[config.mk]
export PLATFORM = sky130hd
export DESIGN_NAME = uart_rx_parity_seven_segment
export DESIGN_NICKNAME = d
export VERILOG_FILES = /design/src/urx7_pkg.sv /design/src/uart_rx_parity_seven_segment.sv /design/src/urx7_csr.sv /design/src/urx7_fsm.sv /design/src/urx7_out.sv
export SDC_FILE = /design/constraint.sdc
export NUM_CORES = 1
export LEC_CHECK = 0
export BUFFER_PORTS_ARGS = -buffer_cell sky130_fd_sc_hd__buf_2
export CAP_MARGIN = 10
export CORE_ASPECT_RATIO = 1.5
export CORE_MARGIN = 10
export CORE_UTILIZATION = 35
export CTS_CLUSTER_DIAMETER = 40
export CTS_CLUSTER_SIZE = 28
export DETAILED_ROUTE_END_ITERATION = 10
export PLACE_DENSITY = 0.6
export SYNTH_ARGS = -nofsm -noshare
export SYNTH_HDL_FRONTEND = slang
export SYNTH_SLANG_ARGS = --single-unit
[constraint.sdc]
create_clock -name clock -period 4.28 [get_ports clock]
set_clock_uncertainty 0.2 [all_clocks]
set_input_delay 0.428 -clock clock [delete_from_list [all_inputs] [get_ports clock]]
set_output_delay 0.428 -clock clock [all_outputs]
set_load 0.05 [all_outputs]
[src/urx7_pkg.sv]
// Shared types, constants and the segment table of the UART receiver.
`timescale 1ns / 1ps

package urx7_pkg;

   localparam int DATA_BITS_DEF = 8;

   localparam int TICK_W  = 16;
   localparam int MODE_W  = 2;
   localparam int CSR_IDX_W = 2;
   localparam int BYTE_W  = 8;
   localparam int SEG_W   = 7;

   localparam logic [TICK_W-1:0] TICKS_PER_BIT_RST = 16'd2604;

   localparam logic [MODE_W-1:0] PAR_NONE = 2'd0;
   localparam logic [MODE_W-1:0] PAR_EVEN = 2'd1;
   localparam logic [MODE_W-1:0] PAR_ODD  = 2'd2;

   localparam logic [MODE_W-1:0] PARITY_MODE_RST = PAR_EVEN;

   localparam logic [CSR_IDX_W-1:0] CSR_TICKS_PER_BIT = 2'd0;
   localparam logic [CSR_IDX_W-1:0] CSR_PARITY_MODE   = 2'd1;

   // Active-low segments, one entry per hex digit.
   localparam logic [SEG_W-1:0] SEG_TABLE [0:15] = '{
      7'h01, 7'h4f, 7'h12, 7'h06, 7'h4c, 7'h24, 7'h20, 7'h0f,
      7'h00, 7'h04, 7'h08, 7'h60, 7'h31, 7'h42, 7'h30, 7'h38
   };

   typedef enum logic [4:0] {
      PH_IDLE   = 5'b00001,
      PH_START  = 5'b00010,
      PH_DATA   = 5'b00100,
      PH_PARITY = 5'b01000,
      PH_STOP   = 5'b10000
   } rx_phase_type;

   typedef struct packed {
      logic [TICK_W-1:0] ticks_per_bit;
      logic [MODE_W-1:0] parity_mode;
   } cfg_type;

   typedef struct packed {
      logic [BYTE_W-1:0] data_byte;
      logic              start_err;
      logic              parity_err;
      logic              stop_err;
   } frame_type;

endpackage

[src/uart_rx_parity_seven_segment.sv]
// Top level of the oversampled UART receiver with seven-segment output.
`timescale 1ns / 1ps

// Each input word is one tick of the oversampling timer with the rx line
// level, and the block takes one word every clock cycle while req_stall is
// low. A low line while idle starts a frame; the start bit is sampled half a
// bit period later and the data bits (LSB first), the optional parity bit
// and the stop bit one period apart, the period being ticks_per_bit ticks.
// A frame's result word enters a two-entry queue in the cycle after the tick
// that samples the stop bit, so req_stall rises only when two finished words
// wait behind a stalled rsp side. The csr port accepts a write in every
// cycle; write it only while no frame is in flight.

module uart_rx_parity_seven_segment import urx7_pkg::*; #(
   parameter int DATA_BITS = DATA_BITS_DEF
) (
   input  logic                 clock,
   input  logic                 reset,
   input  logic                 req_valid,
   output logic                 req_stall,
   input  logic                 req_rx_line,
   output logic                 rsp_valid,
   input  logic                 rsp_stall,
   output logic [BYTE_W-1:0]    rsp_data_byte,
   output logic [SEG_W-1:0]     rsp_seg_low_nibble,
   output logic [SEG_W-1:0]     rsp_seg_high_nibble,
   output logic                 rsp_start_error,
   output logic                 rsp_parity_error,
   output logic                 rsp_stop_error,
   input  logic                 csr_valid,
   output logic                 csr_ready,
   input  logic [CSR_IDX_W-1:0] csr_index,
   input  logic [TICK_W-1:0]    csr_wdata
);

   cfg_type   cfg;
   frame_type frame;
   logic      frame_push;
   logic      tick_accept;
   logic      queue_full;

   assign req_stall   = queue_full;
   assign tick_accept = req_valid && !req_stall;

   urx7_csr u_csr (
      .clock     (clock),
      .reset     (reset),
      .csr_valid (csr_valid),
      .csr_ready (csr_ready),
      .csr_index (csr_index),
      .csr_wdata (csr_wdata),
      .cfg       (cfg)
   );

   urx7_fsm #(
      .DATA_BITS (DATA_BITS)
   ) u_fsm (
      .clock       (clock),
      .reset       (reset),
      .tick_accept (tick_accept),
      .rx_line     (req_rx_line),
      .cfg         (cfg),
      .frame_push  (frame_push),
      .frame       (frame)
   );

   urx7_out u_out (
      .clock               (clock),
      .reset               (reset),
      .frame_push          (frame_push),
      .frame               (frame),
      .full                (queue_full),
      .rsp_valid           (rsp_valid),
      .rsp_stall           (rsp_stall),
      .rsp_data_byte       (rsp_data_byte),
      .rsp_seg_low_nibble  (rsp_seg_low_nibble),
      .rsp_seg_high_nibble (rsp_seg_high_nibble),
      .rsp_start_error     (rsp_start_error),
      .rsp_parity_error    (rsp_parity_error),
      .rsp_stop_error      (rsp_stop_error)
   );

endmodule

[src/urx7_csr.sv]
// Configuration registers: bit period and parity mode.
`timescale 1ns / 1ps

module urx7_csr import urx7_pkg::*; (
   input  logic                 clock,
   input  logic                 reset,
   input  logic                 csr_valid,
   output logic                 csr_ready,
   input  logic [CSR_IDX_W-1:0] csr_index,
   input  logic [TICK_W-1:0]    csr_wdata,
   output cfg_type              cfg
);

   cfg_type cfg_ff;
   cfg_type cfg_in;

   assign csr_ready = 1'b1;
   assign cfg       = cfg_ff;

   always_comb begin
      cfg_in = cfg_ff;
      if (csr_valid && csr_ready) begin
         case (csr_index)
            CSR_TICKS_PER_BIT: cfg_in.ticks_per_bit = csr_wdata;
            CSR_PARITY_MODE:   cfg_in.parity_mode   = csr_wdata[MODE_W-1:0];
            default:           cfg_in = cfg_ff;
         endcase
      end
   end

   always_ff @(posedge clock) begin
      if (reset) begin
         cfg_ff.ticks_per_bit <= TICKS_PER_BIT_RST;
         cfg_ff.parity_mode   <= PARITY_MODE_RST;
      end else begin
         cfg_ff <= cfg_in;
      end
   end

endmodule

[src/urx7_fsm.sv]
// Frame state machine: bit timing, data shift, parity check and error flags.
`timescale 1ns / 1ps

module urx7_fsm import urx7_pkg::*; #(
   parameter int DATA_BITS = DATA_BITS_DEF
) (
   input  logic      clock,
   input  logic      reset,
   input  logic      tick_accept,
   input  logic      rx_line,
   input  cfg_type   cfg,
   output logic      frame_push,
   output frame_type frame
);

   localparam int IDX_W = (DATA_BITS > 1) ? $clog2(DATA_BITS) : 1;

   rx_phase_type         phase_ff, phase_in;
   logic [TICK_W-1:0]    tick_cnt_ff, tick_cnt_in;
   logic [IDX_W-1:0]     bit_idx_ff, bit_idx_in;
   logic [DATA_BITS-1:0] shift_ff, shift_in;
   logic                 par_acc_ff, par_acc_in;
   logic                 start_flag_ff, start_flag_in;
   logic                 par_flag_ff, par_flag_in;

   logic [TICK_W-1:0] half_period;
   logic [TICK_W-1:0] half_target;
   logic [TICK_W-1:0] full_target;
   logic [TICK_W-1:0] wait_target;
   logic [TICK_W-1:0] tick_inc;
   logic              wait_hit;
   logic [TICK_W-1:0] tick_after_wait;
   logic              parity_on;

   // A wait of zero ticks is stretched to one tick.
   assign half_period = cfg.ticks_per_bit >> 1;
   assign half_target = (half_period == '0) ? TICK_W'(1) : half_period;
   assign full_target = (cfg.ticks_per_bit == '0) ? TICK_W'(1) : cfg.ticks_per_bit;
   assign wait_target = (phase_ff == PH_START) ? half_target : full_target;
   assign tick_inc    = tick_cnt_ff + TICK_W'(1);
   // Compare with at least, so a shortened period during a frame cannot hang.
   assign wait_hit        = (tick_inc >= wait_target);
   assign tick_after_wait = wait_hit ? '0 : tick_inc;
   assign parity_on       = (cfg.parity_mode == PAR_EVEN) || (cfg.parity_mode == PAR_ODD);

   always_comb begin
      phase_in      = phase_ff;
      tick_cnt_in   = tick_cnt_ff;
      bit_idx_in    = bit_idx_ff;
      shift_in      = shift_ff;
      par_acc_in    = par_acc_ff;
      start_flag_in = start_flag_ff;
      par_flag_in   = par_flag_ff;
      frame_push    = 1'b0;
      if (tick_accept) begin
         case (phase_ff)
            PH_IDLE: begin
               if (!rx_line) begin
                  phase_in      = PH_START;
                  tick_cnt_in   = '0;
                  bit_idx_in    = '0;
                  shift_in      = '0;
                  par_acc_in    = 1'b0;
                  start_flag_in = 1'b0;
                  par_flag_in   = 1'b0;
               end
            end
            PH_START: begin
               tick_cnt_in = tick_after_wait;
               if (wait_hit) begin
                  start_flag_in = rx_line;
                  phase_in      = PH_DATA;
               end
            end
            PH_DATA: begin
               tick_cnt_in = tick_after_wait;
               if (wait_hit) begin
                  shift_in[bit_idx_ff] = rx_line;
                  par_acc_in           = par_acc_ff ^ rx_line;
                  bit_idx_in           = bit_idx_ff + IDX_W'(1);
                  if (bit_idx_ff == IDX_W'(DATA_BITS - 1)) begin
                     phase_in = parity_on ? PH_PARITY : PH_STOP;
                  end
               end
            end
            PH_PARITY: begin
               tick_cnt_in = tick_after_wait;
               if (wait_hit) begin
                  case (cfg.parity_mode)
                     PAR_EVEN: par_flag_in = (rx_line != par_acc_ff);
                     PAR_ODD:  par_flag_in = (rx_line == par_acc_ff);
                     default:  par_flag_in = 1'b0;
                  endcase
                  phase_in = PH_STOP;
               end
            end
            PH_STOP: begin
               tick_cnt_in = tick_after_wait;
               if (wait_hit) begin
                  frame_push  = 1'b1;
                  phase_in    = PH_IDLE;
                  tick_cnt_in = '0;
               end
            end
            default: begin
               phase_in    = PH_IDLE;
               tick_cnt_in = '0;
            end
         endcase
      end
   end

   assign frame.data_byte  = BYTE_W'(shift_ff);
   assign frame.start_err  = start_flag_ff;
   assign frame.parity_err = par_flag_ff;
   assign frame.stop_err   = !rx_line;

   always_ff @(posedge clock) begin
      if (reset) begin
         phase_ff    <= PH_IDLE;
         tick_cnt_ff <= '0;
      end else begin
         phase_ff    <= phase_in;
         tick_cnt_ff <= tick_cnt_in;
      end
   end

   always_ff @(posedge clock) begin
      bit_idx_ff    <= bit_idx_in;
      shift_ff      <= shift_in;
      par_acc_ff    <= par_acc_in;
      start_flag_ff <= start_flag_in;
      par_flag_ff   <= par_flag_in;
   end

endmodule

[src/urx7_out.sv]
// Two-entry result queue with the seven-segment decode on its head.
`timescale 1ns / 1ps

module urx7_out import urx7_pkg::*; (
   input  logic              clock,
   input  logic              reset,
   input  logic              frame_push,
   input  frame_type         frame,
   output logic              full,
   output logic              rsp_valid,
   input  logic              rsp_stall,
   output logic [BYTE_W-1:0] rsp_data_byte,
   output logic [SEG_W-1:0]  rsp_seg_low_nibble,
   output logic [SEG_W-1:0]  rsp_seg_high_nibble,
   output logic              rsp_start_error,
   output logic              rsp_parity_error,
   output logic              rsp_stop_error
);

   frame_type head_ff, head_in;
   frame_type skid_ff, skid_in;
   logic      head_vld_ff, head_vld_in;
   logic      skid_vld_ff, skid_vld_in;
   logic      pop;

   assign pop = head_vld_ff && !rsp_stall;

   // The skid entry only fills while the head word is held, and the input
   // side stalls while it is occupied, so a push always finds a free slot.
   always_comb begin
      head_in     = head_ff;
      skid_in     = skid_ff;
      head_vld_in = head_vld_ff;
      skid_vld_in = skid_vld_ff;
      if (pop) begin
         if (skid_vld_ff) begin
            head_in     = skid_ff;
            skid_vld_in = 1'b0;
         end else begin
            head_vld_in = 1'b0;
         end
      end
      if (frame_push) begin
         if (!head_vld_in) begin
            head_in     = frame;
            head_vld_in = 1'b1;
         end else begin
            skid_in     = frame;
            skid_vld_in = 1'b1;
         end
      end
   end

   always_ff @(posedge clock) begin
      if (reset) begin
         head_vld_ff <= 1'b0;
         skid_vld_ff <= 1'b0;
      end else begin
         head_vld_ff <= head_vld_in;
         skid_vld_ff <= skid_vld_in;
      end
   end

   always_ff @(posedge clock) begin
      head_ff <= head_in;
      skid_ff <= skid_in;
   end

   assign full                = skid_vld_ff;
   assign rsp_valid           = head_vld_ff;
   assign rsp_data_byte       = head_ff.data_byte;
   assign rsp_seg_low_nibble  = SEG_TABLE[head_ff.data_byte[3:0]];
   assign rsp_seg_high_nibble = SEG_TABLE[head_ff.data_byte[7:4]];
   assign rsp_start_error     = head_ff.start_err;
   assign rsp_parity_error    = head_ff.parity_err;
   assign rsp_stop_error      = head_ff.stop_err;

endmodule

# Yosys cells after proc, flatten, opt, wreduce, memory -nomap -nowiden
# Memories as Yosys holds them, arrays and structs flattened.
# Index checks and enable logic that the tools add are counted.
# classes
n_addsub,2
n_lt_le_gt_ge,5
eq_ne,17
mux,49
bitwise,3
n_reduce_logical,22
# ops
op,count
$mux 16,5
$pmux 16 s3,1
$mux 11,4
$mux 5,7
$logic_not 16->1,2
$mux 7,4
$pmux 5 s5,1
$add 16x1->16 const B,1
$ge 16x16->1,1
$mux 8,2
$pmux 8 s2,1
$mux 15,1
$mux 1,14
$reduce_and 4->1,3
$ge 5x5->1 const B,2
$ne 2x1->1 const B,5
$not 4->5,2
$bwmux 8,1
$pmux 1 s2,4
$reduce_and 2->1,4
$reduce_and 7->1,1
$mux 3,2
$pmux 3 s2,1
$reduce_bool 2->1,3
other kinds (21),26
# totals
register_bits,77
romBits,224
in_bits,24
out_inout_bits,28
elab_cells,119
memories,2
# mem_list
name,depth,word_bits,read_ports,rd_clocked_by_memory_dff,wr,line,rtl
(no name shown),16,7,1,0,0,urx7_out.sv:72,assign rsp_seg_low_nibble = SEG_TABLE[head_ff.data_byte[3:0]];
(no name shown),16,7,1,0,0,urx7_out.sv:73,assign rsp_seg_high_nibble = SEG_TABLE[head_ff.data_byte[7:4]];

# Logic depth before layout (Yosys ltp)
# Gate-level depths: netlist of the first run.
# logic_depth
ltp_word,8
mapped_depth,15
mapped_depth_nobuf,11

# Cells and area by module
# From an unflattened synthesis of the first run, not the netlist that was laid out.
# hier_totals
cells_unflattened,529
hier_area_um2,4909.7
# modules_own_cells
mod,instances,cells_per_inst,area_per_inst_um2
urx7_fsm,1,295,2580.0
urx7_out,1,153,1511.4
urx7_csr,1,80,804.5
uart_rx_parity_seven_segment,1,1,13.8

# Worst setup path before layout of the first run
# Ideal clock, no wire load.
# synth_timing
path_type,register -> register
start,register u_fsm.phase_ff[4]
end,register u_fsm.bit_idx_ff[0] (enable)
t_arrival_ns,3.239
path_slack_ns,0.456
stages_incl_launch_ff,14
period_less_slack_ns,3.824
path_cell_list,dfxtp_1 clkbuf_1 nor2_1 and3_1 clkbuf_1 buf_2 mux2i_1 ha_1 and4_1 nand4_1 a311o_1 nand3_1 nand2_1 a21oi_1
# synth_between
elab_chain_cells,5
elab_cells_between_ends,9
cone_classes,order compare (1); eq/ne (5); mux (1); reduce/logical (2)
# synth_lines
item,line,rtl
"start, declared",urx7_fsm.sv:18,"rx_phase_type phase_ff, phase_in;"
"start signal, assigned",urx7_fsm.sv:123,phase_ff <= phase_in;
$eq 5x2->1,urx7_fsm.sv:39,assign wait_target = (phase_ff == PH_START) ? half_target : full_target;
$mux 16,urx7_fsm.sv:39,
$ge 16x16->1,urx7_fsm.sv:42,assign wait_hit = (tick_inc >= wait_target);
$ne 2x1->1 (no line),-,
$reduce_and 4->1 (no line) (*),-,
"end signal, assigned",urx7_fsm.sv:129,bit_idx_ff <= bit_idx_in;
"end, declared",urx7_fsm.sv:20,"logic [IDX_W-1:0] bit_idx_ff, bit_idx_in;"
# Mark *: on every way between the ends. The rest lies on a longest branch, timed or not.
# A chain may end at the register's enable or synchronous reset.

==> impl_metrics.env, run 1 <==
export IMPL_status="finished clean"
export IMPL_grt_total_usage_pct=11.0
export IMPL_post_drt_wl_per_cell_um=14.7
export IMPL_crit_type="flip-flop to flip-flop"
export IMPL_first_global_vias=3529
export IMPL_ys_warnings_count=0
export IMPL_cts_setup_buffers=0
export IMPL_number_of_buffers_on_the_longest_clock_path=2
export IMPL_die_width_um=113
export IMPL_drt_first_iter_violations=155
export IMPL_cts_hold_fix_buffers=0
export IMPL_io_pins=52
export IMPL_die_height_um=159
export IMPL_initial_core_util_pct=36.0
export IMPL_design_core_area_um2=12600
export IMPL_grt_start_max_net_pins=40
export IMPL_cts_sinks=77
export IMPL_totalWireLength_um=9930
export IMPL_clkLatencyLatePin_ns=0.34
export IMPL_fin_setup_tns_ns=0
export IMPL_antenna_cells=0
export IMPL_overflow=0
export IMPL_worst_hold_path_type="input port to flip-flop"
export IMPL_critPathCaptureType="flip-flop"
export IMPL_grt_setup_unrepaired="false"
export IMPL_critPathRequiredTime_ns=4.30
export IMPL_gpl_final_weighted_congestion=0.842
export IMPL_io_buffer_count=50
export IMPL_hp_start="csr_wdata[3]"
export IMPL_layout_cells_most_common="sky130_fd_sc_hd__nand2_1"
export IMPL_maxCapViolations=0
export IMPL_synthesis_area_per_instance_um2=9.51
export IMPL_final_antenna_net_count=0
export IMPL_pwr_density_cell_nw_per_um2=349
export IMPL_vias_per_cell=5.21
export IMPL_path_max_fanout=11
export IMPL_reg2reg_slack_ns=0.42
export IMPL_cp_startpoint="u_fsm.tick_cnt_ff[2]$_SDFFE_PP0P_"
export IMPL_synth_main_ff_cell="sky130_fd_sc_hd__dfxtp_1"
export IMPL_max_slew_margin_rel_pct=52.0
export IMPL_cts_made_buffers=9
export IMPL_edff_count_synth=25
export IMPL_areaGrowthSynthToFinish_pct=15.4
export IMPL_timing_hold_violations_final=0
export IMPL_synth_cell_types=57
export IMPL_mapped_nets=533
export IMPL_h_tree_depth=3
export IMPL_postSynth_asyncResetShare_pct=0
export IMPL_worstPathArrival_ns=3.88
export IMPL_total_power_mw=1.82
export IMPL_r2r_path_start="u_fsm.tick_cnt_ff[2]$_SDFFE_PP0P_"
export IMPL_rr_endpoint="u_out.rsp_data_byte[7]$_DFF_P_"
export IMPL_critical_path_startpoint_category="flip-flop"
export IMPL_ff2ff_path_depth=11
export IMPL_finalMaxSlewViolations=0
export IMPL_worst_setup_hold_path_clk_slew_ns=0.06
export IMPL_most_common_layout_cells="60 x sky130_fd_sc_hd__nand2_1, 52 x sky130_fd_sc_hd__dfxtp_1, 50 x sky130_fd_sc_hd__buf_2, 39 x sky130_fd_sc_hd__nor2_1, 34 x sky130_fd_sc_hd__mux2i_1"
export IMPL_detail_route_drc_violations=0
export IMPL_post_route_min_period_ns=3.86
export IMPL_synth_cell_area_um2=4530
export IMPL_post_synth_inst_count=476
export IMPL_ys_ff_latch=77
export IMPL_holdPathEnd="u_csr.cfg[5]$_SDFFE_PP1P_"
export IMPL_detailedPlacementHpwl_um=7620
export IMPL_cts_repair_resize_count=0
export IMPL_finalSetupViolCount=0
export IMPL_irDropWorstVdd_uv=278
export IMPL_dr_total_vias=3519
export IMPL_wire_length_of_the_first_global_routing_pass_um=16600
export IMPL_nNetsFinal=571
export IMPL_worst_hold_path_num_cells=3
export IMPL_clock_tree_root_cell="sky130_fd_sc_hd__clkbuf_16"
export IMPL_period_share_pct=90.1
export IMPL_tritoncts_clock_tree="built"
export IMPL_leakage_power_nw=2.19
export IMPL_num_rows=50
export IMPL_die_area_um2=18000
export IMPL_detailedRoute_firstPassIterationCount=4
export IMPL_final_layout_size_suffix_gt1_share_pct=17.9
export IMPL_ys_seq_area_share_pct=39.6
export IMPL_achievable_clock_frequency_mhz=259
export IMPL_antenna_found_initial=0
export IMPL_worst_slew_pin_transition_ns=0.720
## cell families (layout without fill, tap and decap cells)
logic type	after synthesis	in the layout	synth area share, %
DFF	77	77	39.6
buffers and inverters	41	84	3.79
xor gates and xnor gates	16	16	3.10
adders and majority gates	33	33	9.12
AOI/OAI and AO/OA	71	71	10.4
muxes	57	57	13.8
other	1	1	0.0829
and+or+nand+nor	180	180	20.1
## metal layers
| layer | GRT usage [%] | part of all wire, % | vias to the layer above |
|---|---|---|---|
| met1 | 11.6 | 40 | 1643 |
| met4 | 5.38 | 2.9 | 0 |
| met5 | 0 | 0 | - |
| li1 | - | - | 1791 |
| met3 | 3.20 | 4.7 | 19 |
| met2 | 19.2 | 52 | 66 |
## critical path, stage by stage (launching register included)
cell and delay, ns:
sky130_fd_sc_hd__dfxtp_1 0.42, sky130_fd_sc_hd__and4_1 0.28, sky130_fd_sc_hd__and4_1 0.32, sky130_fd_sc_hd__nand2_1 0.13
sky130_fd_sc_hd__xnor2_1 0.17, sky130_fd_sc_hd__ha_1 0.33, sky130_fd_sc_hd__and4_1 0.23, sky130_fd_sc_hd__nand4_1 0.14
sky130_fd_sc_hd__a311o_1 0.35, sky130_fd_sc_hd__nand3_1 0.23, sky130_fd_sc_hd__and3_1 0.54, sky130_fd_sc_hd__mux2_2 0.39
## flip-flops by register name, summed over array words and instances, names as in the netlist, 3 cells and up
register             flops
u_csr.cfg               18
u_fsm.bit_idx_ff         3
u_fsm.phase_ff           5
u_fsm.shift_ff           8
u_fsm.tick_cnt_ff       16
u_out.rsp_data_byte      8
u_out.skid_ff           11
## worst max path at each step
stage / end
floorplan: u_fsm.bit_idx_ff[0]$_SDFFCE_PP0P_
global placement: u_out.rsp_data_byte[7]$_DFF_P_
detailed placement: u_out.rsp_data_byte[7]$_DFF_P_
CTS: u_out.rsp_data_byte[7]$_DFF_P_
global route: u_out.rsp_data_byte[7]$_DFF_P_
finish: u_out.rsp_data_byte[7]$_DFF_P_
## synth_stat cells, types with 7 or more instances
library cell	n	area share, %
sky130_fd_sc_hd__a22oi_1	11	1.8
sky130_fd_sc_hd__mux2i_1	34	7.5
sky130_fd_sc_hd__o21ai_0	9	1.0
sky130_fd_sc_hd__xnor2_1	8	1.5
sky130_fd_sc_hd__mux2_1	9	2.2
sky130_fd_sc_hd__clkbuf_1	18	1.5
sky130_fd_sc_hd__edfxtp_1	25	17
sky130_fd_sc_hd__nand2_1	60	5.0
sky130_fd_sc_hd__and4_1	7	1.4
sky130_fd_sc_hd__xor2_1	8	1.5
sky130_fd_sc_hd__dfxtp_1	52	23
sky130_fd_sc_hd__nor2_1	39	3.2
sky130_fd_sc_hd__inv_1	13	1.1
sky130_fd_sc_hd__mux2_2	11	2.7
sky130_fd_sc_hd__a21oi_1	24	2.7
sky130_fd_sc_hd__nand3_1	18	2.0
sky130_fd_sc_hd__ha_1	33	9.1
## power breakdown
part	leakage, nW	internal (mW)	switching (mW)	total [mW]
clock	0.169	0.567	0.288	0.854
sequential	0.656	0.787	0.0300	0.817
combinational	1.36	0.0614	0.0892	0.151
## layout make-up
type                    instances  area, µm²
well taps                     156        195
clock inverters                 7        114
inverters                      14       52.6
repair buffers                 54        280
multi-input cells             358       2560
clock buffers                   9        225
flip-flops and latches         77       1790
fillers                      1259       7350
## through the flow
| step | std cells | hold WS [ns] | setup slack (ns) | area [µm²] | util (%) |
|---|---|---|---|---|---|
| after floorplan | 476 | 0.222 | 0.456 | 4530 | - |
| final | 675 | 0.0982 | 0.425 | 5220 | 41.5 |
| after global placement | 659 | 0.230 | 0.452 | 4880 | 38.8 |
| after global routing | 675 | 0.103 | 0.117 | 5220 | 41.5 |
| after CTS | 675 | 0.0855 | 0.263 | 5220 | 41.5 |
| after detailed placement | 659 | 0.237 | 0.289 | 4880 | 38.8 |
(Power assumes the default switching activity.)
==> inputs of run 2 (changes only) <==
--- a/config.mk
+++ b/config.mk
@@ -14,5 +14,5 @@
 export CTS_CLUSTER_SIZE = 28
 export DETAILED_ROUTE_END_ITERATION = 10
-export PLACE_DENSITY = 0.6
+export PLACE_DENSITY = 0.5
 export SYNTH_ARGS = -nofsm -noshare
 export SYNTH_HDL_FRONTEND = slang
==> constraint.sdc (replaced) <==
create_clock -name clock -period 4.28 [get_ports clock]
set_clock_uncertainty 0.2 [all_clocks]
set_input_delay 0.642 -clock clock [delete_from_list [all_inputs] [get_ports clock]]
set_output_delay 0.642 -clock clock [all_outputs]
set_load 0.05 [all_outputs]
==> run 2 against run 1 <==
Sequential cell count unchanged; first-iteration DRC count decreased by 1.9%; hold slack better by 0.16 ns; core utilization shrank 0.59 points.
==> impl_metrics.env, run 2 (same netlist as run 1, synthesis figures left out) <==
export IMPL_final_antenna_net_count=0
export IMPL_dr_total_vias=3504
export IMPL_worst_setup_hold_path_clk_slew_ns=0.06
export IMPL_vias_per_cell=5.19
export IMPL_finalWorstSetupSlack_ns=0.384
export IMPL_detailedPlacementHpwl_um=7950
export IMPL_num_rows=50
export IMPL_period_share_pct=91.0
export IMPL_irDropWorstVdd_uv=181
export IMPL_wire_length_of_the_first_global_routing_pass_um=17400
export IMPL_flip_flop_count_of_the_largest_register_all_copies_and_words_added=18
export IMPL_finalSetupViolCount=0
export IMPL_achievable_clock_frequency_mhz=257
export IMPL_layout_cell_area_non_filler_um2=5150
export IMPL_worst_hold_path_type="flip-flop to flip-flop"
export IMPL_drt_first_iter_violations=152
export IMPL_fin_setup_tns_ns=0
export IMPL_timing_hold_violations_final=0
export IMPL_hold_slack_ns=0.258
export IMPL_detailedRoute_firstPassIterationCount=4
export IMPL_kind_of_cell_adding_the_most_delay_to_the_critical_path="simple AND/OR/NAND/NOR gates"
export IMPL_post_drt_wl_per_cell_um=15.4
export IMPL_dp_slack_ns=0.353
export IMPL_cts_setup_buffers=0
export IMPL_antenna_found_initial=0
export IMPL_clock_tree_root_cell="sky130_fd_sc_hd__clkbuf_16"
export IMPL_first_global_vias=3476
export IMPL_cp_slowest_cell="sky130_fd_sc_hd__dfxtp_1"
export IMPL_cts_made_buffers=9
export IMPL_grt_start_max_net_pins=41
export IMPL_areaGrowthSynthToFinish_pct=13.8
export IMPL_layout_cells_most_common="sky130_fd_sc_hd__nand2_1"
export IMPL_path_max_fanout=11
export IMPL_io_buffer_count=50
export IMPL_crit_type="flip-flop to flip-flop"
export IMPL_postPlaceCellArea_um2=4880
export IMPL_cts_sinks=77
export IMPL_final_layout_size_suffix_gt1_share_pct=17.3
export IMPL_status="finished clean"
export IMPL_most_frequent_cell_on_the_critical_path="sky130_fd_sc_hd__and4_1"
export IMPL_critPathRequiredTime_ns=4.30
export IMPL_io_pins=52
export IMPL_nNetsFinal=571
export IMPL_totalWireLength_um=10400
export IMPL_overflow=0
export IMPL_placed_cells=659
export IMPL_die_area_um2=18000
export IMPL_die_width_um=113
export IMPL_tritoncts_clock_tree="built"
export IMPL_grt_total_usage_pct=11.5
export IMPL_design_core_area_um2=12600
export IMPL_grt_setup_unrepaired="false"
export IMPL_final_fill_count=1252
export IMPL_stdcell_count=675
export IMPL_number_of_buffers_on_the_longest_clock_path=2
export IMPL_critical_path_buf_inv_count=1
export IMPL_total_power_mw=1.66
export IMPL_initial_core_util_pct=36.0
export IMPL_most_common_layout_cells="60 x sky130_fd_sc_hd__nand2_1, 52 x sky130_fd_sc_hd__dfxtp_1, 50 x sky130_fd_sc_hd__buf_2, 39 x sky130_fd_sc_hd__nor2_1, 34 x sky130_fd_sc_hd__mux2i_1"
export IMPL_leakage_power_nw=2.14
export IMPL_antenna_cells=0
export IMPL_detail_route_drc_violations=0
export IMPL_gpl_final_weighted_congestion=0.831
export IMPL_cts_hold_fix_buffers=0
export IMPL_post_route_min_period_ns=3.90
export IMPL_clkLatencyLatePin_ns=0.34
export IMPL_finish_utilization_pct=40.9
export IMPL_worstPathArrival_ns=3.92
export IMPL_maxCapViolations=0
export IMPL_max_slew_margin_rel_pct=38.7
export IMPL_die_height_um=159
export IMPL_worstPathCellList="and4_1, and4_1, and4_1, xor2_1, ha_1, and2_1, a221o_1, a21oi_2, nand3_1, buf_4, and3_1, mux2_1"
export IMPL_h_tree_depth=3
export IMPL_critPathCaptureType="flip-flop"
export IMPL_max_stage_delay_ns=0.42
export IMPL_critical_path_startpoint_category="flip-flop"
export IMPL_pwr_density_cell_nw_per_um2=322
export IMPL_finalMaxSlewViolations=0
export IMPL_cts_repair_resize_count=0
export IMPL_worst_slew_pin_transition_ns=0.917
==> run 2: final cells by class <==
class	count	area (µm²)	share of cell area [%]
clock inverter	7	41.3	0.802
sequential	77	1790	34.8
tap	156	195	3.79
inverter	14	52.6	1.02
timing repair buffer	54	280	5.44
clock buffer	9	225	4.37
multi-input combinational	358	2560	49.8
==> run 2: path summary, 6_finish.rpt <==
path / slack (ns) / to / depth (start not counted) / start
setup / recovery: 0.38 / u_out.rsp_data_byte[1]$_DFF_P_ / 12 / u_fsm.tick_cnt_ff[2]$_SDFFE_PP0P_
hold / removal: 0.26 / u_out.skid_ff[1]$_DFFE_PP_ / 0 / u_fsm.par_flag_ff$_SDFFCE_PN0P_
setup reg to reg: 0.38 / u_out.rsp_data_byte[1]$_DFF_P_ / 12 / u_fsm.tick_cnt_ff[2]$_SDFFE_PP0P_
hold reg to reg: 0.26 / u_out.skid_ff[1]$_DFFE_PP_ / 0 / u_fsm.par_flag_ff$_SDFFCE_PN0P_
==> run 2: power by group <==
part / total (mW) / switching [mW] / internal [mW]
sequential: 0.815 / 0.0288 / 0.786
clock: 0.693 / 0.305 / 0.388
combinational: 0.148 / 0.0866 / 0.0612
==> run 2: worst register-to-register path: cells and delay by family, from the launching register on <==
| family | cells | cell delay [ns] |
|---|---|---|
| AND/OR/NAND/NOR | 6 | 1.42 |
| AO/OA/AOI/OAI | 2 | 0.53 |
| flip-flops | 1 | 0.42 |
| multiplexers | 1 | 0.39 |
| XOR/XNOR | 1 | 0.33 |
| adder cells (fa/ha/maj) | 1 | 0.30 |
| buffers and inverters | 1 | 0.19 |
==> run 2: routing by layer <==
layer / vias up / wire length (µm) / global-route usage (%)
li1: 1789 / - / -
met1: 1648 / 4180 / 12.4
met2: 53 / 5660 / 20.9
met3: 14 / 366 / 2.94
met4: 0 / 164 / 4.11
met5: - / 0 / 0
==> inputs of run 3 (changes only) <==
--- a/config.mk
+++ b/config.mk
@@ -8,5 +8,5 @@
 export BUFFER_PORTS_ARGS = -buffer_cell sky130_fd_sc_hd__buf_2
 export CAP_MARGIN = 10
-export CORE_ASPECT_RATIO = 1.5
+export CORE_ASPECT_RATIO = 1.25
 export CORE_MARGIN = 10
 export CORE_UTILIZATION = 35
--- a/constraint.sdc
+++ b/constraint.sdc
@@ -3,3 +3,3 @@
 set_input_delay 0.642 -clock clock [delete_from_list [all_inputs] [get_ports clock]]
 set_output_delay 0.642 -clock clock [all_outputs]
-set_load 0.05 [all_outputs]
+set_load 0.01 [all_outputs]
==> run 3 against run 2 <==
Register-to-register slack hardly changed; first-iteration DRC count is 34% higher; sequential cell count stayed put; clock power is 8.9% higher; maximum frequency is 0.30% higher; wire length is 2.8% lower; via count is 1.5% higher; largest cell class unchanged.
==> impl_metrics.env, run 3 (same netlist as run 1, synthesis figures left out) <==
export IMPL_worst_slew_pin_transition_ns=0.967
export IMPL_gpl_final_weighted_congestion=0.770
export IMPL_tritoncts_clock_tree="built"
export IMPL_h_tree_depth=3
export IMPL_final_antenna_net_count=0
export IMPL_antenna_cells=0
export IMPL_die_height_um=147
export IMPL_areaGrowthSynthToFinish_pct=14.7
export IMPL_period_share_pct=90.8
export IMPL_die_width_um=122
export IMPL_nNetsFinal=571
export IMPL_r2r_path_start="u_fsm.tick_cnt_ff[2]$_SDFFE_PP0P_"
export IMPL_finish_utilization_pct=41.0
export IMPL_final_layout_size_suffix_gt1_share_pct=17.1
export IMPL_vias_per_cell=5.18
export IMPL_critPathRequiredTime_ns=4.04
export IMPL_critPathCaptureType="flip-flop"
export IMPL_finalMaxSlewViolations=0
export IMPL_grt_setup_unrepaired="false"
export IMPL_detail_route_drc_violations=0
export IMPL_timing_hold_violations_final=0
export IMPL_grt_total_usage_pct=11.4
export IMPL_antenna_found_initial=0
export IMPL_total_power_mw=1.72
export IMPL_layout_cells_most_common="sky130_fd_sc_hd__nand2_1"
export IMPL_leakage_power_nw=2.16
export IMPL_status="finished clean"
export IMPL_most_common_layout_cells="60 x sky130_fd_sc_hd__nand2_1, 52 x sky130_fd_sc_hd__dfxtp_1, 50 x sky130_fd_sc_hd__buf_2, 39 x sky130_fd_sc_hd__nor2_1, 34 x sky130_fd_sc_hd__mux2i_1"
export IMPL_dr_total_vias=3557
export IMPL_final_fill_count=1271
export IMPL_num_rows=46
export IMPL_wire_length_of_the_first_global_routing_pass_um=16800
export IMPL_hold_slack_ns=0.263
export IMPL_cts_made_buffers=9
export IMPL_clock_tree_root_cell="sky130_fd_sc_hd__clkbuf_16"
export IMPL_cts_hold_fix_buffers=0
export IMPL_design_core_area_um2=12700
export IMPL_totalWireLength_um=10100
export IMPL_finalSetupViolCount=0
export IMPL_number_of_buffers_on_the_longest_clock_path=2
export IMPL_drt_first_iter_violations=204
export IMPL_overflow=0
export IMPL_post_route_min_period_ns=3.88
export IMPL_detailedPlacementHpwl_um=7620
export IMPL_cts_setup_buffers=0
export IMPL_post_drt_wl_per_cell_um=14.7
export IMPL_initial_core_util_pct=35.7
export IMPL_rr_endpoint="u_out.skid_ff[9]$_DFFE_PP_"
export IMPL_maxCapViolations=0
export IMPL_cts_sinks=77
export IMPL_worstPathArrival_ns=3.64
export IMPL_worst_setup_hold_path_clk_slew_ns=0.06
export IMPL_flip_flop_count_of_the_largest_register_all_copies_and_words_added=18
export IMPL_path_max_fanout=11
export IMPL_worst_hold_path_type="flip-flop to flip-flop"
export IMPL_dp_slack_ns=0.383
export IMPL_holdPathEnd="u_out.skid_ff[1]$_DFFE_PP_"
export IMPL_first_global_vias=3435
export IMPL_crit_type="flip-flop to flip-flop"
export IMPL_detailedRoute_firstPassIterationCount=4
export IMPL_max_slew_margin_rel_pct=35.3
export IMPL_cts_repair_resize_count=0
export IMPL_hp_start="u_fsm.par_flag_ff$_SDFFCE_PN0P_"
export IMPL_grt_start_max_net_pins=41
export IMPL_ff2ff_path_depth=11
export IMPL_clkLatencyLatePin_ns=0.34
export IMPL_critical_path_startpoint_category="flip-flop"
export IMPL_fin_setup_tns_ns=0
export IMPL_worst_hold_path_num_cells=0
export IMPL_die_area_um2=17900
export IMPL_reg2reg_slack_ns=0.40
export IMPL_pwr_density_cell_nw_per_um2=331
export IMPL_finalWorstSetupSlack_ns=0.396
export IMPL_achievable_clock_frequency_mhz=257
export IMPL_io_buffer_count=50
export IMPL_irDropWorstVdd_uv=183
export IMPL_io_pins=52
run 3: how the worst max path moves through the flow:
stage	start	endpoint	slack, ns	cells past startpoint
2_1_floorplan	u_fsm.phase_ff[4]$_SDFFE_PP0P_	u_fsm.bit_idx_ff[0]$_SDFFCE_PP0P_	0.46	13
3_3_place_gp	u_fsm.phase_ff[3]$_SDFFE_PP0P_	u_out.skid_ff[5]$_DFFE_PP_	0.48	10
3_5_place_dp	u_fsm.phase_ff[3]$_SDFFE_PP0P_	u_out.rsp_data_byte[7]$_DFF_P_	0.38	11
4_1_cts	u_fsm.phase_ff[4]$_SDFFE_PP0P_	u_out.rsp_data_byte[7]$_DFF_P_	0.37	11
5_1_grt	u_fsm.phase_ff[3]$_SDFFE_PP0P_	u_out.skid_ff[10]$_DFFE_PP_	0.1	10
6_report	u_fsm.tick_cnt_ff[2]$_SDFFE_PP0P_	u_out.skid_ff[9]$_DFFE_PP_	0.40	11
run 3: critical path, cell delays in order, from the launching register on:
cell and delay [ns]:
sky130_fd_sc_hd__dfxtp_1 0.41, sky130_fd_sc_hd__and4_1 0.26, sky130_fd_sc_hd__and4_1 0.33, sky130_fd_sc_hd__nand2_1 0.13
sky130_fd_sc_hd__xnor2_1 0.16, sky130_fd_sc_hd__ha_1 0.33, sky130_fd_sc_hd__and4_1 0.22, sky130_fd_sc_hd__nand4_1 0.13
sky130_fd_sc_hd__a311o_1 0.36, sky130_fd_sc_hd__nand3_1 0.14, sky130_fd_sc_hd__nand2_1 0.07, sky130_fd_sc_hd__nor2_1 0.76
run 3: layout make-up:
class | count | area [µm²] | share of cell area, %
flip-flops and latches | 77 | 1790 | 34.5
well taps | 168 | 210 | 4.05
repair buffers | 54 | 280 | 5.40
clock buffers | 11 | 233 | 4.49
inverters | 14 | 52.6 | 1.01
multi-input cells | 358 | 2560 | 49.4
clock inverters | 5 | 58.8 | 1.13
run 3: power by group:
group	leakage (nW)	switching [mW]	internal, mW
sequential	0.656	0.0299	0.787
clock	0.138	0.301	0.454
combinational	1.36	0.0855	0.0612
total	2.16	0.416	1.30
run 3: stage by stage:
| stage | instances | cell area (µm²) |
|---|---|---|
| detailed placement | 671 | 4900 |
| CTS | 687 | 5190 |
| global placement | 671 | 4900 |
| floorplan | 476 | 4530 |
| global route | 687 | 5190 |
| finish | 687 | 5190 |
run 3: routing by layer:
| layer | global-route usage, % | vias up | wire length (µm) |
|---|---|---|---|
| li1 | - | 1793 | - |
| met1 | 12.4 | 1692 | 4130 |
| met2 | 20.3 | 60 | 5320 |
| met3 | 3.49 | 12 | 504 |
| met4 | 3.46 | 0 | 131 |
| met5 | 0 | - | 0 |
